**src/hdl/bpc_pkg.sv**
```systemverilog
// Shared types, operand codes and the compensation microprogram.
`timescale 1ns / 1ps
package bpc_pkg;

  localparam int RegCount = 8;
  localparam int RegAw = 3;
  localparam int PcW = 6;

  typedef enum logic [3:0] {
    OP_ADD = 4'd0,
    OP_SUB = 4'd1,
    OP_ASR = 4'd2,
    OP_SHL = 4'd3,
    OP_MUL = 4'd4,
    OP_DIV = 4'd5,
    OP_CHK = 4'd6,
    OP_FIN = 4'd7
  } op_t;

  // Codes below eight name scratch registers; the rest are fixed operands.
  typedef enum logic [4:0] {
    OPD_R0 = 5'd0, OPD_R1 = 5'd1, OPD_R2 = 5'd2, OPD_R3 = 5'd3,
    OPD_R4 = 5'd4, OPD_R5 = 5'd5, OPD_R6 = 5'd6, OPD_R7 = 5'd7,
    OPD_T1 = 5'd8, OPD_T2 = 5'd9, OPD_T3 = 5'd10,
    OPD_P1 = 5'd11, OPD_P2 = 5'd12, OPD_P3 = 5'd13, OPD_P4 = 5'd14,
    OPD_P5 = 5'd15, OPD_P6 = 5'd16, OPD_P7 = 5'd17, OPD_P8 = 5'd18,
    OPD_P9 = 5'd19,
    OPD_ADCT = 5'd20, OPD_ADCP = 5'd21,
    OPD_K5 = 5'd22, OPD_K128 = 5'd23, OPD_K128000 = 5'd24,
    OPD_K3125 = 5'd25, OPD_K1048576 = 5'd26, OPD_K2P47 = 5'd27,
    OPD_ZERO = 5'd28
  } opd_t;

  typedef struct packed {
    op_t              op;
    logic [RegAw-1:0] dst;
    opd_t             sa;
    opd_t             sb;
    logic [5:0]       sh;
  } instr_t;

  typedef struct packed {
    logic   load;
    logic   exec;
    instr_t instr;
  } ctrl_cmd_t;

  typedef struct packed {
    logic unit_done;
    logic a_zero;
    logic out_free;
  } dp_status_t;

  localparam logic [PcW-1:0] FinPc = 6'd48;

  function automatic instr_t mk(op_t op, logic [RegAw-1:0] dst, opd_t sa, opd_t sb,
                                logic [5:0] sh);
    instr_t i;
    i.op = op;
    i.dst = dst;
    i.sa = sa;
    i.sb = sb;
    i.sh = sh;
    return i;
  endfunction

  function automatic instr_t program_rom(logic [PcW-1:0] pc);
    instr_t i;
    case (pc)
      // Temperature.
      6'd0:  i = mk(OP_ASR, 3'd0, OPD_ADCT, OPD_ZERO, 6'd3);
      6'd1:  i = mk(OP_SHL, 3'd1, OPD_T1, OPD_ZERO, 6'd1);
      6'd2:  i = mk(OP_SUB, 3'd0, OPD_R0, OPD_R1, 6'd0);
      6'd3:  i = mk(OP_MUL, 3'd0, OPD_R0, OPD_T2, 6'd0);
      6'd4:  i = mk(OP_ASR, 3'd0, OPD_R0, OPD_ZERO, 6'd11);
      6'd5:  i = mk(OP_ASR, 3'd1, OPD_ADCT, OPD_ZERO, 6'd4);
      6'd6:  i = mk(OP_SUB, 3'd1, OPD_R1, OPD_T1, 6'd0);
      6'd7:  i = mk(OP_MUL, 3'd1, OPD_R1, OPD_R1, 6'd0);
      6'd8:  i = mk(OP_ASR, 3'd1, OPD_R1, OPD_ZERO, 6'd12);
      6'd9:  i = mk(OP_MUL, 3'd1, OPD_R1, OPD_T3, 6'd0);
      6'd10: i = mk(OP_ASR, 3'd1, OPD_R1, OPD_ZERO, 6'd14);
      6'd11: i = mk(OP_ADD, 3'd0, OPD_R0, OPD_R1, 6'd0);
      6'd12: i = mk(OP_MUL, 3'd1, OPD_R0, OPD_K5, 6'd0);
      6'd13: i = mk(OP_ADD, 3'd1, OPD_R1, OPD_K128, 6'd0);
      6'd14: i = mk(OP_ASR, 3'd1, OPD_R1, OPD_ZERO, 6'd8);
      // Pressure divisor and offset.
      6'd15: i = mk(OP_SUB, 3'd2, OPD_R0, OPD_K128000, 6'd0);
      6'd16: i = mk(OP_MUL, 3'd3, OPD_R2, OPD_R2, 6'd0);
      6'd17: i = mk(OP_MUL, 3'd4, OPD_R3, OPD_P6, 6'd0);
      6'd18: i = mk(OP_MUL, 3'd5, OPD_R2, OPD_P5, 6'd0);
      6'd19: i = mk(OP_SHL, 3'd5, OPD_R5, OPD_ZERO, 6'd17);
      6'd20: i = mk(OP_ADD, 3'd4, OPD_R4, OPD_R5, 6'd0);
      6'd21: i = mk(OP_SHL, 3'd5, OPD_P4, OPD_ZERO, 6'd35);
      6'd22: i = mk(OP_ADD, 3'd4, OPD_R4, OPD_R5, 6'd0);
      6'd23: i = mk(OP_MUL, 3'd3, OPD_R3, OPD_P3, 6'd0);
      6'd24: i = mk(OP_ASR, 3'd3, OPD_R3, OPD_ZERO, 6'd8);
      6'd25: i = mk(OP_MUL, 3'd5, OPD_R2, OPD_P2, 6'd0);
      6'd26: i = mk(OP_SHL, 3'd5, OPD_R5, OPD_ZERO, 6'd12);
      6'd27: i = mk(OP_ADD, 3'd3, OPD_R3, OPD_R5, 6'd0);
      6'd28: i = mk(OP_ADD, 3'd3, OPD_R3, OPD_K2P47, 6'd0);
      6'd29: i = mk(OP_MUL, 3'd3, OPD_R3, OPD_P1, 6'd0);
      6'd30: i = mk(OP_ASR, 3'd3, OPD_R3, OPD_ZERO, 6'd33);
      6'd31: i = mk(OP_CHK, 3'd0, OPD_R3, OPD_ZERO, 6'd0);
      // Pressure.
      6'd32: i = mk(OP_SUB, 3'd5, OPD_K1048576, OPD_ADCP, 6'd0);
      6'd33: i = mk(OP_SHL, 3'd5, OPD_R5, OPD_ZERO, 6'd31);
      6'd34: i = mk(OP_SUB, 3'd5, OPD_R5, OPD_R4, 6'd0);
      6'd35: i = mk(OP_MUL, 3'd5, OPD_R5, OPD_K3125, 6'd0);
      6'd36: i = mk(OP_DIV, 3'd5, OPD_R5, OPD_R3, 6'd0);
      6'd37: i = mk(OP_ASR, 3'd6, OPD_R5, OPD_ZERO, 6'd13);
      6'd38: i = mk(OP_MUL, 3'd6, OPD_R6, OPD_R6, 6'd0);
      6'd39: i = mk(OP_MUL, 3'd6, OPD_R6, OPD_P9, 6'd0);
      6'd40: i = mk(OP_ASR, 3'd6, OPD_R6, OPD_ZERO, 6'd25);
      6'd41: i = mk(OP_MUL, 3'd7, OPD_R5, OPD_P8, 6'd0);
      6'd42: i = mk(OP_ASR, 3'd7, OPD_R7, OPD_ZERO, 6'd19);
      6'd43: i = mk(OP_ADD, 3'd5, OPD_R5, OPD_R6, 6'd0);
      6'd44: i = mk(OP_ADD, 3'd5, OPD_R5, OPD_R7, 6'd0);
      6'd45: i = mk(OP_ASR, 3'd5, OPD_R5, OPD_ZERO, 6'd8);
      6'd46: i = mk(OP_SHL, 3'd6, OPD_P7, OPD_ZERO, 6'd4);
      6'd47: i = mk(OP_ADD, 3'd5, OPD_R5, OPD_R6, 6'd0);
      default: i = mk(OP_FIN, 3'd0, OPD_R1, OPD_R5, 6'd0);
    endcase
    return i;
  endfunction

endpackage

```
**src/hdl/bpc_ctrl.sv**
```systemverilog
// Microprogram sequencer that steps the datapath through the compensation.
`timescale 1ns / 1ps
module bpc_ctrl (
  input  logic                  clk,
  input  logic                  rst_n,
  input  logic                  in_valid,
  output logic                  in_stall,
  input  bpc_pkg::dp_status_t   sts,
  output bpc_pkg::ctrl_cmd_t    cmd
);

  typedef enum logic [4:0] {
    ST_IDLE  = 5'b00001,
    ST_FETCH = 5'b00010,
    ST_EXEC  = 5'b00100,
    ST_WAIT  = 5'b01000,
    ST_SPARE = 5'b10000
  } state_t;

  state_t state_r, state_nxt;
  logic [bpc_pkg::PcW-1:0] pc_r, pc_nxt;
  bpc_pkg::instr_t instr;
  logic in_xfer;

  assign instr = bpc_pkg::program_rom(pc_r);
  assign in_stall = (state_r != ST_IDLE);
  assign in_xfer = in_valid && !in_stall;

  assign cmd.load = in_xfer;
  assign cmd.exec = (state_r == ST_EXEC);
  assign cmd.instr = instr;

  always_comb begin
    state_nxt = state_r;
    pc_nxt = pc_r;
    case (state_r)
      ST_IDLE: begin
        if (in_valid) begin
          state_nxt = ST_FETCH;
          pc_nxt = '0;
        end
      end
      ST_FETCH: begin
        state_nxt = ST_EXEC;
      end
      ST_EXEC: begin
        case (instr.op)
          bpc_pkg::OP_MUL, bpc_pkg::OP_DIV: begin
            state_nxt = ST_WAIT;
          end
          bpc_pkg::OP_CHK: begin
            state_nxt = ST_FETCH;
            pc_nxt = sts.a_zero ? bpc_pkg::FinPc : pc_r + 6'd1;
          end
          bpc_pkg::OP_FIN: begin
            if (sts.out_free) begin
              state_nxt = ST_IDLE;
            end
          end
          default: begin
            state_nxt = ST_FETCH;
            pc_nxt = pc_r + 6'd1;
          end
        endcase
      end
      ST_WAIT: begin
        if (sts.unit_done) begin
          state_nxt = ST_FETCH;
          pc_nxt = pc_r + 6'd1;
        end
      end
      default: begin
        state_nxt = ST_IDLE;
      end
    endcase
  end

  always_ff @(posedge clk) begin
    if (!rst_n) begin
      state_r <= ST_IDLE;
      pc_r <= '0;
    end else begin
      state_r <= state_nxt;
      pc_r <= pc_nxt;
    end
  end

  a_accept_starts: assert property (@(posedge clk) disable iff (!rst_n)
    in_xfer |=> state_r == ST_FETCH)
    else $error("accepted item did not start the program");

  a_wait_on_unit: assert property (@(posedge clk) disable iff (!rst_n)
    state_r == ST_WAIT |-> (instr.op == bpc_pkg::OP_MUL || instr.op == bpc_pkg::OP_DIV))
    else $error("waiting on a unit for a single-cycle instruction");

endmodule

```
**config.mk**
```make
export PLATFORM = sky130hd
export DESIGN_NAME = bpc_ctrl
export DESIGN_NICKNAME = d
export VERILOG_FILES = /design/src/hdl/bpc_pkg.sv /design/src/hdl/bpc_ctrl.sv
export SDC_FILE = /design/constraint.sdc
export NUM_CORES = 1
export LEC_CHECK = 0
export ABC_AREA = 1
export ABC_CLOCK_PERIOD_IN_PS = 4300
export BUFFER_PORTS_ARGS = -buffer_cell sky130_fd_sc_hd__buf_2
export CORE_UTILIZATION = 55
export CTS_BUF_LIST = sky130_fd_sc_hd__clkbuf_2
export CTS_CLUSTER_SIZE = 25
export DETAILED_ROUTE_END_ITERATION = 8
export HOLD_SLACK_MARGIN = 0.03
export PLACE_DENSITY = 0.74
export SLEW_MARGIN = 20
export SYNTH_ARGS = -nofsm -noshare
export SYNTH_HDL_FRONTEND = slang
export SYNTH_SLANG_ARGS = --single-unit
```
**constraint.sdc**
```tcl
create_clock -name clk -period 4.3 [get_ports clk]
set_input_delay 0.43 -clock clk [delete_from_list [all_inputs] [get_ports clk]]
set_output_delay 0.43 -clock clk [all_outputs]
set_load 0.05 [all_outputs]
```
==> impl.org, run 1 <==
** Drt
- First drt pass iteration count :: 9
- Wirelength per Cell :: 14.3 µm
- Drc violations :: 2
- In this run, the number of DRC markers left after iteration 0 of detailed routing was 414.
- Number of vias per cell :: 5.73
- Total vias in the final route :: 2781
- Summed over all layers, the routed wires come to 6.95 mm.
- The detail route stage leaves a number of antenna-violating nets equal to 0.

** Setup path
- Startpoint types :: register
- STA puts the critical path data required time at 4590 ps.
- Register-to-register setup slack :: 1700 ps
- The worst setup path is captured at a register.
- Of all nets on the critical path, the largest fanout is 39.
- Depth of the most critical reg-to-reg path :: 11
- The worst register-to-register path begins at state_r[1].
- End of the critical path :: instr[3]
- Data arrives at the worst endpoint at 2890 ps.
- Setup CP Type :: register to register
- The critical path starts at state_r[1].
- The worst register-to-register path ends at instr[3].

** Global routing
- Total GRT Usage :: 28.6%
- After global routing the overflow that remains totals 0.
- Maximum number of pins on one net before global-route repair :: 40
- The number of antenna violations at the first check in global routing came to 0.
- First-pass GRT wire length :: 11.5 mm
- Via count of the first global-routing pass :: 2373

** Floorplan
- The die is 71.4 µm wide.
- The total area inside the core boundary comes to 4500 µm².
- Row generation in the floorplan step produced 24 rows.
- Height of the die :: 71.4 µm
- The initial utilization of the core area, before any placement, comes to 58.8%.
- The die covers 5100 µm².
- For this design the top-level I/O count stands at 32.

** Timing
- Remaining max-slew budget at the tightest pin :: 40.2%
- Across the routed clock network, the largest skew measured is 15.6 ps.
- For the final routed database, the setup TNS stands at 0 ps.
- Ratio of final minimum period to clock period :: 60.5%
- The total count of max-transition violations in the final report was 0.
- RSZ-0062 raised after global routing :: no
- Setup violations remaining at the end of the flow were counted as 0.
- Max Clock Freq :: 0.385 GHz
- The final hold violation count is 0.
- Across all hold checks on the routed design, the worst slack comes to 319 ps.
- For the pin with the worst max-slew slack, the measured transition is 895 ps.
- Worst setup margin :: 1700 ps
- The worst path needs 2600 ps of the cycle, external delays included.

** Clock tree
- The tree is rooted in a sky130_fd_sc_hd__clkbuf_2.
- Clock sink total :: 32
- Number of setup buffers added after CTS :: 0
- TritonCTS clock tree :: built
- Clock transition at path regs :: 180 ps
- PostCTS Resize Cnt :: 0
- Total clock buffers created by CTS :: 5
- The clock tree synthesis step divided the H-tree into 2 levels.
- Post-CTS Hold Buffers :: 0
- Worst-Skew Late Latency :: 380 ps
- The longest clock path from root to sink contains 2 buffers.

** Power
- Internal Power :: 0.578 mW
- Relative contribution of the clock network to total power :: 17.8%
- VDD IR max :: 0.252 mV
- Switch share :: 48.9%
- Net switching power :: 0.554 mW
- The analysis attributes to cell leakage a power of 1.39 nW.
- For this design the ratio of total power to cell area is 402 nW/µm².
- The design draws 1.13 mW.
- The share of total power dissipated in combinational logic is 49.2%.
- Sequential cells account for 33.0% of the total power.

** Layout
- From synthesis to final layout, the design area changed by 6.38%.
- The number of antenna diodes in the final layout is 0.
- Cells with a size suffix above 1 make up 23.1% of the layout.
- The count of cells in the finished layout, fillers not included, comes to 485.
- Post-route core utilization :: 62.5%
- Design Area, Final :: 2820 µm²
- Commonest cells after routing, fill and taps aside :: sky130_fd_sc_hd__nand2_1 (120), sky130_fd_sc_hd__nand3_1 (56), sky130_fd_sc_hd__nor2_1 (40), sky130_fd_sc_hd__dfxtp_1 (32), sky130_fd_sc_hd__buf_2 (30)
- Number of filler cells placed in the layout :: 430
- Most frequent standard cell in the layout excluding fill and tap cells :: sky130_fd_sc_hd__nand2_1
- At the end of the flow, the number of nets in the layout was 445.

** Synth
- Post-synthesis cell type count :: 35
- Flip-flop and latch count after synthesis :: 32
- Of the synthesized area, sequential elements account for 24.2%.
- Post-synthesis net count :: 421
- Average size of a mapped cell :: 6.49 µm²
- For this run, the number of Yosys warnings is 0.
- In the synthesized netlist, the number of instances is 408.
- Cell Area, Synth :: 2650 µm²

** Flow run
- Across the run, the number of max-cap violations was 0.

** Run status
- The flow ran to the end, but the final reports show violations.
- The checks that failed: DRC.

** Place
- Counting tap cells, the placed design contains a total of 477 instances.
- Standard cell area after detailed placement :: 2750 µm²
- Worst slack at placement :: 1800 ps
- Detailed placement finished with a half-perimeter wire length of 5.13 mm.
- Routability-driven placement finished with a final weighted congestion of 0.952.
- The count of buffers added on input and output ports is 30.

** Min path
- Hold Path Origin :: sts[0]
- The path class of the tightest hold or removal check is input port to register.
-- worst max-delay path, stage by stage (launching register included) --
cell and delay [ps]:
sky130_fd_sc_hd__dfxtp_1 370, sky130_fd_sc_hd__nor2_1 180, sky130_fd_sc_hd__nand3_1 200, sky130_fd_sc_hd__nand2_2 160
sky130_fd_sc_hd__nand3_1 100, sky130_fd_sc_hd__nand3_2 110, sky130_fd_sc_hd__nand2_1 90, sky130_fd_sc_hd__nor2_4 720
sky130_fd_sc_hd__nor2_1 150, sky130_fd_sc_hd__nor2_2 220, sky130_fd_sc_hd__o21ai_1 90, sky130_fd_sc_hd__o211ai_1 130
-- how the worst min path moves through the flow --
| stage | end | slack [ps] | cells after the start |
|---|---|---|---|
| after floorplan | state_r[2] | 520 | 2 |
| after global placement | state_r[2] | 560 | 2 |
| after detailed placement | state_r[2] | 560 | 2 |
| after CTS | state_r[2] | 310 | 3 |
| after global routing | state_r[2] | 320 | 3 |
| final | state_r[2] | 320 | 3 |
-- power groups by stage --
stage / clock network [mW] / logic [mW] / registers (mW)
finish: 0.202 / 0.557 / 0.374
global route: 0.222 / 0.602 / 0.380
CTS: 0.209 / 0.552 / 0.374
detailed placement: 0 / 0.550 / 0.380
global placement: 0 / 0.551 / 0.380
floorplan: 0 / 0.298 / 0.527
-- cells in the mapped netlist --
cell	number	area [µm²]
sky130_fd_sc_hd__nor2_2	6	37.5
sky130_fd_sc_hd__nand3_4	6	105
sky130_fd_sc_hd__nand2_8	1	20.0
sky130_fd_sc_hd__inv_2	12	45.0
sky130_fd_sc_hd__clkbuf_1	1	3.75
sky130_fd_sc_hd__o22ai_1	1	6.26
sky130_fd_sc_hd__nor2_1	40	150
sky130_fd_sc_hd__o211ai_1	4	30.0
sky130_fd_sc_hd__a21oi_2	1	8.76
sky130_fd_sc_hd__nor3_1	1	5.00
sky130_fd_sc_hd__nand3_1	56	280
sky130_fd_sc_hd__buf_6	4	45.0
sky130_fd_sc_hd__nand2_2	13	81.3
sky130_fd_sc_hd__a21oi_1	12	60.1
sky130_fd_sc_hd__inv_4	4	25.0
sky130_fd_sc_hd__nor2_8	1	20.0
sky130_fd_sc_hd__nor2_4	6	67.6
sky130_fd_sc_hd__dfxtp_1	32	641
sky130_fd_sc_hd__buf_4	4	30.0
sky130_fd_sc_hd__o32ai_1	1	8.76
sky130_fd_sc_hd__conb_1	1	3.75
sky130_fd_sc_hd__ha_1	7	87.6
sky130_fd_sc_hd__o2111ai_1	1	8.76
sky130_fd_sc_hd__nand2_1	120	450
sky130_fd_sc_hd__inv_1	24	90.1
sky130_fd_sc_hd__buf_8	1	15.0
sky130_fd_sc_hd__o21ai_0	14	70.1
sky130_fd_sc_hd__or2_2	1	6.26
sky130_fd_sc_hd__nand4_1	3	18.8
sky130_fd_sc_hd__o21ai_1	13	65.1
sky130_fd_sc_hd__nand2_4	9	101
sky130_fd_sc_hd__o21ai_2	2	17.5
sky130_fd_sc_hd__nand3_2	2	20.0
sky130_fd_sc_hd__nand3b_1	1	7.51
sky130_fd_sc_hd__buf_2	3	15.0
-- cells by family after synthesis --
logic type,after synthesis,share of synthesized area (%)
simple gates,266,51.8
fa+ha+maj,7,3.31
compound gates,49,10.4
buf+inv,53,10.2
other cells,1,0.142
flops,32,24.2
-- state kept, by name, indices dropped and copies added, names as in the netlist --
register / count
state_r: 4
pc_r: 6
instr: 22
-- layer usage --
layer  track usage [%]  vias up  routed length (µm)
met1              42.7     1248                3330
met5                 0        -                   0
met2              42.4      147                2860
met3              4.78       19                 635
li1                  -     1367                   -
met4              7.33        0                 117
-- area by class of cell --
class                           instances  area (µm²)  area share, %
Tap cell                               52        65.1           2.31
Inverter                               40         160           5.69
Clock buffer                            5        25.0          0.888
Timing Repair Buffer                   30         150           5.33
Clock inverter                          3        37.5           1.33
Multi-Input combinational cell        323        1740           61.7
Sequential cell                        32         641           22.7
(Power assumes the default switching activity.)
==> inputs of run 2 (changes only) <==
ABC_CLOCK_PERIOD_IN_PS = 2200   (was 4300)
PLACE_DENSITY = 0.77   (was 0.74)
clock period = 2.2 ns   (was 4.3 ns; I/O delays follow)
==> run 2 against run 1 <==
Compared with the run above:
- the run ends with DRC, setup timing left
- hold slack got worse by 250 ps
- critical endpoint is now instr[6]
- combinational power rose to 2.7 times the previous value
- setup slack got worse by 1800 ps
- wire length rose by 39%
- power rose by 130%
- critical path type unchanged
- register-to-register slack got worse by 1800 ps
- die area did not move
- clock skew fell by 0.70 ps
- clock power rose by 100%
- utilization rose by 21 points
- non-clock buffer count rose by 68
==> impl.org, run 2 (same netlist as run 1, synthesis figures left out) <==
** Setup path
- STA classifies the critical path startpoint as a register.
- For the worst setup path, the data arrival time is 2610 ps.
- Sort of element at the end of the critical path :: register
- Register-to-register setup slack :: -60 ps
- Setup CP Type :: register to register
- Terminus of the critical flop-to-flop path :: instr[6]
- At the worst endpoint, the required time is 2550 ps.
- Largest fanout of any net on the critical path :: 7
- In this run the critical register-to-register path is launched from state_r[1].
- Measured in cells, the most critical reg-to-reg path has a length of 18.

** Layout
- Compared with the post-synthesis result, the final layout area differs by 42.2%.
- Leaving out fill and tap cells, the most frequent cell in the layout is sky130_fd_sc_hd__nand2_1.
- Once layout is complete, the utilization of the core stands at 83.6%.
- The register with the most flip-flops in the layout has 22 of them.
- Ant diodes :: 0
- In the layout the commonest cells are sky130_fd_sc_hd__nand2_1 (100), sky130_fd_sc_hd__buf_4 (53), sky130_fd_sc_hd__nand3_1 (47), sky130_fd_sc_hd__buf_2 (30), sky130_fd_sc_hd__nor2_1 (29).
- The post-route netlist has 45.1% of its cells at a drive strength greater than 1.
- Count of placed standard cells in the final layout, fillers left out :: 553
- In the final design database the tool counted 513 nets.

** Drt
- Using the TritonRoute via totals, the vias-per-cell ratio works out to 5.97.
- The final route contains 3300 vias.
- The detail route stage leaves a number of antenna-violating nets equal to 0.
- Routed Wire Length :: 9.64 mm
- First drt pass iteration count :: 8
- After the first detailed-routing iteration, the DRC count stood at 549.
- In the final routed layout, each cell accounts on average for 17.4 µm.
- After detailed routing, the number of remaining DRC violations is 3.

** Floorplan
- The initialized floorplan defines 24 standard-cell rows.
- 32 I/O pins were placed.
- Starting Density :: 58.8%
- The die covers 5100 µm².
- Measured along the y axis, the die boundary spans 71.4 µm.
- From left edge to right edge, the die measures 71.4 µm.
- Core region area :: 4500 µm²

** Min path
- Along the worst hold path, the cell count comes to 3.
- The path with the worst hold slack has its endpoint at state_r[2].
- Worst hold path class :: input port to register
- In this run the most critical hold path is launched from sts[0].

** Place
- Count of buffers inserted at the top-level ports :: 30
- # placed instances :: 525
- Routability-driven placement finished with a final weighted congestion of 1.08.
- Summed over all nets, the half-perimeter wirelength after detailed placement is 6.08 mm.

** Clock tree
- Clock tree synthesis found a total of 32 sinks.
- The later pin in the worst-skew pair is clocked with a latency of 410 ps.
- CTS placed an instance of sky130_fd_sc_hd__clkbuf_2 at the clock tree root.
- For this design, the CTS-stage hold fixing added 0 buffers.
- Clock transition at path regs :: 170 ps
- Buffer depth of the longest clock path :: 2
- TritonCTS built the clock tree.
- The H-tree was split into 2 levels.
- Clock tree synthesis inserted a total of 5 buffers.

** Global routing
- Total GRT Usage :: 33.3%
- First-pass GRT wire length :: 13.4 mm
- The number of antenna violations at the first check in global routing was 0.
- The via count of the first global-routing pass is 2771.
- The total overflow left after global routing is 0.
- Maximum number of pins on one net before global-route repair :: 40

** Timing
- Ratio of final minimum period to clock period :: 103%
- Max Clock Freq :: 0.443 GHz
- Clock skew :: 14.9 ps
- Final hold vios :: 0
- Setup violations remaining at the end of the flow were counted as 8.
- Tmin final :: 2260 ps
- RSZ-0062 raised after global routing :: yes
- Worst setup margin :: -55.3 ps
- The total count of max-transition violations in the final report was 0.

** Flow run
- Max-cap violations in this run came to 0.

** Power
- The analysis attributes to cell leakage a power of 1.80 nW.
- P per Cell Area :: 702 nW/µm²
- VDD IR max :: 0.516 mV

** Run status
- The flow ran to the end, but the final reports show violations.
- Violations in the final reports :: DRC, setup timing
[run 2: metrics by stage]
| stage | TNS [ps] | hold WS [ps] | area, µm² | worst slack, ps | total power, mW |
|---|---|---|---|---|---|
| 2_1_floorplan | -2.25 | 401 | 2680 | -2.25 | 1.62 |
| 3_3_place_gp | 0 | 507 | 3170 | 22.0 | 1.97 |
| 3_5_place_dp | -26.3 | 515 | 3170 | -20.4 | 1.99 |
| 4_1_cts | 0 | 95.5 | 3270 | 4.73 | 2.40 |
| 5_1_grt | -1960 | 90.2 | 3770 | -160 | 2.76 |
| 6_report | -178 | 72.6 | 3770 | -55.3 | 2.64 |
[run 2: power by group]
group	switching, mW	internal [mW]
clock network	0.227	0.185
logic	0.991	0.494
registers	0.0612	0.685
total	1.28	1.36
[run 2: worst max path at each step]
stage | start | cells past startpoint | endpoint
final | state_r[1] | 18 | instr[6]
after global routing | state_r[1] | 18 | instr[6]
after CTS | state_r[1] | 14 | instr[19]
after detailed placement | state_r[1] | 17 | instr[21]
after global placement | state_r[0] | 13 | instr[20]
after floorplan | state_r[1] | 17 | instr[17]
[run 2: per-layer routing]
metal  up-vias  GRT usage [%]  share of wire (%)
li1       1500              -                  -
met1      1507           47.6                 40
met2       253           51.0                 46
met3        40           6.05                 11
met4         0           9.78                3.5
met5         -              0                  0
[run 2: worst max-delay path, cell delays in order (launching register included)]
cell and delay [ps]:
sky130_fd_sc_hd__dfxtp_4 410, sky130_fd_sc_hd__buf_6 120, sky130_fd_sc_hd__nor2_2 110, sky130_fd_sc_hd__nand3_2 110, sky130_fd_sc_hd__nand2_4 120, sky130_fd_sc_hd__clkinv_4 110
sky130_fd_sc_hd__nand2_8 100, sky130_fd_sc_hd__nand2_4 60, sky130_fd_sc_hd__nand2_4 90, sky130_fd_sc_hd__nand2_8 90, sky130_fd_sc_hd__inv_6 90, sky130_fd_sc_hd__ha_4 190
sky130_fd_sc_hd__nand2_8 70, sky130_fd_sc_hd__buf_6 110, sky130_fd_sc_hd__nand3_2 50, sky130_fd_sc_hd__nand2_1 50, sky130_fd_sc_hd__nor2_1 120, sky130_fd_sc_hd__nor2_1 60
sky130_fd_sc_hd__nor2_1 120
[run 2: repair_timing]
item / CTS / global route
pin swaps: 2 / 32
setup buffers: 2 / 18
gates cloned: 0 / 1
hold endpoints to repair: 0 / 0
endpoints found under the setup margin: 11 / 22
gates resized for setup: 9 / 92
[run 2: area by class of cell]
cell class	count	area, µm²
Multi-Input combinational cell	323	2040
Timing Repair Buffer	98	761
Fill cell	288	738
Sequential cell	32	661
Inverter	40	180
Tap cell	52	65.1
Clock inverter	3	37.5
Clock buffer	5	25.0
==> inputs of run 3 (changes only) <==
ABC_CLOCK_PERIOD_IN_PS = not set   (was 2200)
PLACE_DENSITY = 0.74   (was 0.77)
clock period = 2.15 ns   (was 2.2 ns; I/O delays follow)
==> run 3 against run 2 <==
Compared with the run above:
- final area fell by 2.7%
- hold slack lost 16 ps
- the run still ends with DRC, setup timing left
- via count decreased by 5.3%
- sequential power up 1%
- first-iteration DRC count shrank 16%
- fmax rose by 0.91%
- critical path depth is 1 lower
- utilization fell by 2.2 points
- power up 1.3%
- highest routed layer unchanged
- register-to-register slack worse by 30 ps
- clock skew up 2.8 ps
==> impl.org, run 3 (same netlist as run 1, synthesis figures left out) <==
** Timing
- Final hold vios :: 0
- RSZ-0062 raised after global routing :: yes
- Max Clock Freq :: 0.447 GHz
- Clock skew :: 17.6 ps
- Ratio of final minimum period to clock period :: 104%
- Worst setup margin :: -84.9 ps
- The total count of max-transition violations in the final report is 0.
- Setup violations remaining at the end of the flow were counted as 18.
- Tmin final :: 2230 ps
- Summed over all failing endpoints, the final setup total negative slack is -610 ps.

** Layout
- Final Net Count :: 501
- The library cell used most frequently in the layout, excluding fill and tap cells, is sky130_fd_sc_hd__nand2_1.
- Multi-input gate area in the final layout :: 2040 µm²
- FF+latch area :: 659 µm²
- Share of final-layout standard cells stronger than drive strength 1 :: 44.6%
- The register with the most flip-flops in the layout has 22 of them.
- Number of filler cells placed in the layout :: 309
- 0 antenna diodes ended up in the layout.
- Compared with the post-synthesis result, the final layout area differs by 38.5%.
- In the layout the commonest cells are sky130_fd_sc_hd__nand2_1 (101), sky130_fd_sc_hd__nand3_1 (49), sky130_fd_sc_hd__buf_4 (46), sky130_fd_sc_hd__buf_2 (30), sky130_fd_sc_hd__nor2_1 (28).

** Drt
- After the first detailed-routing iteration, the DRC count stood at 463.
- In the final routed layout, each cell accounts on average for 15.8 µm.
- After detailed routing, the number of remaining DRC violations is 2.
- The first detailed-routing pass ran for 7 iterations.
- Total vias in the final route :: 3126
- Routed Wire Length :: 8.56 mm
- After detailed routing, the number of vias per cell comes to 5.78.
- Post-DRT Antenna Nets :: 0

** Power
- For this design the ratio of total power to cell area is 730 nW/µm².
- The worst-case IR drop observed on VDD is 0.603 mV.
- Power comes to 2.68 mW.
- For this design the static power due to leakage is 1.73 nW.

** Floorplan
- Horizontal die dimension :: 71.4 µm
- 32 I/O pins were placed.
- Core region area :: 4500 µm²
- Cell Rows :: 24
- Height of the die :: 71.4 µm
- The floorplan step defined a die boundary enclosing 5100 µm².
- Starting Density :: 58.8%

** Setup path
- Largest fanout of any net on the critical path :: 7
- The worst setup path is launched from a register.
- Dominant delay contributor by cell family on the critical path :: simple AND/OR/NAND/NOR gates
- On the critical path, the stage with the largest delay is an instance of sky130_fd_sc_hd__dfxtp_4.
- The cell that appears most often on the critical path is sky130_fd_sc_hd__nand2_2.
- CP max stage delay :: 400 ps
- Data arrives at the worst endpoint at 2560 ps.
- The setup path with the least slack is of type register to register.
- STA classifies the critical path endpoint as a register.
- Critical path buffers and inverters :: 3
- Required time of the critical path :: 2480 ps
- Series of cell instances along the critical path :: inv_4, nand2_2, nor2_4, nand2_4, nand2_8, nand2_8, nand2_2, nand2_2, nor2_4, buf_6, ha_4, inv_4, nor2_8, nand2_4, nand3_2, nand2_1, a21oi_1

** Clock tree
- After clock tree synthesis, the clock-pin slew on the worst setup and hold paths is 180 ps.
- Hold repair after CTS inserted 0 buffers.
- Worst-Skew Late Latency :: 390 ps
- Cell at the root of the clock tree :: sky130_fd_sc_hd__clkbuf_2
- TritonCTS clock tree :: built
- The clock tree synthesis step divided the H-tree into 2 levels.
- Clock sink total :: 32
- Counting the buffers created by CTS gives 5.
- The longest clock path from root to sink contains 2 buffers.

** Global routing
- For this run the aggregate overflow at the end of global routing stands at 0.
- The number of antenna violations at the first check in global routing came to 0.
- Entering global routing, the biggest net connects 40 pins.
- Via count of the first global-routing pass :: 2624
- Global routing used 31.1% of the available tracks across all layers.
- First-pass GRT wire length :: 12.6 mm

** Run status
- The checks that failed: DRC, setup timing.
- Run status :: complete, but fails checks

** Place
- Buffers placed on the I/O ports in this run total 30.
- The congestion estimate from routability-driven global placement came to 1.01.
- Detailed placement HPWL :: 5.82 mm

** Min path
- Worst hold path class :: input port to register

** Flow run
- Across the run, the number of max-cap violations was 0.
## run 3: cell count changes in the layout (fill, tap and decap cells not counted), sizes merged
cell | before | now
buf | 97 | 85
clkinvlp | 0 | 1
clkinv | 3 | 2
## run 3: final timing paths
check | startpoint | to | slack (ps) | cells after the start
worst max register to register | state_r[3] | instr[21] | -80 | 17
worst max-delay path | state_r[3] | instr[21] | -80 | 17
worst min-delay path | rst_n | state_r[0] | 60 | 2
worst min register to register | instr[21] | state_r[3] | 570 | 2
## run 3: final cells by class
cell class | count | area share (%)
Timing Repair Buffer | 86 | 17.7
Sequential cell | 32 | 18.0
Clock buffer | 5 | 0.683
Clock inverter | 3 | 1.16
Tap cell | 52 | 1.77
Inverter | 40 | 5.12
Multi-Input combinational cell | 323 | 55.6
## run 3: repair_timing
item / in CTS / in global routing
gates cloned: 0 / 1
pin swaps: 2 / 28
setup buffers: 2 / 20
gates resized for setup: 5 / 83
endpoints found under the setup margin: 16 / 22
## run 3: power by group
group          internal (mW)  switching (mW)  total [mW]
registers              0.700          0.0554       0.755
clock network          0.194           0.233       0.427
logic                  0.504           0.990        1.49
## run 3: worst register-to-register path, delay by kind of cell (launching register included)
family                   cells  cell delay, ps
AND/OR/NAND/NOR             12            1240
flip-flops                   1             400
buffers and inverters        3             250
adder cells (fa/ha/maj)      1             170
AO/OA/AOI/OAI                1             130
## run 3: through the flow
step	cell area, µm²	worst slack (ps)	utilization, %	hold WS [ps]	instances
6_report	3670	-84.9	81.4	56.3	541
3_5_place_dp	3090	-87.6	68.6	458	510
2_1_floorplan	2710	-15.4	-	396	408
3_3_place_gp	3090	-44.6	68.6	458	510
5_1_grt	3670	-201	81.4	39.3	541
4_1_cts	3180	0.539	70.6	52.0	520
## run 3: layer usage
layer | GRT usage, % | routed length (µm) | up-vias
met5 | 0 | 0 | -
met4 | 8.89 | 276 | 0
met3 | 5.91 | 881 | 46
met2 | 47.3 | 3820 | 221
met1 | 44.7 | 3580 | 1377
li1 | - | - | 1482
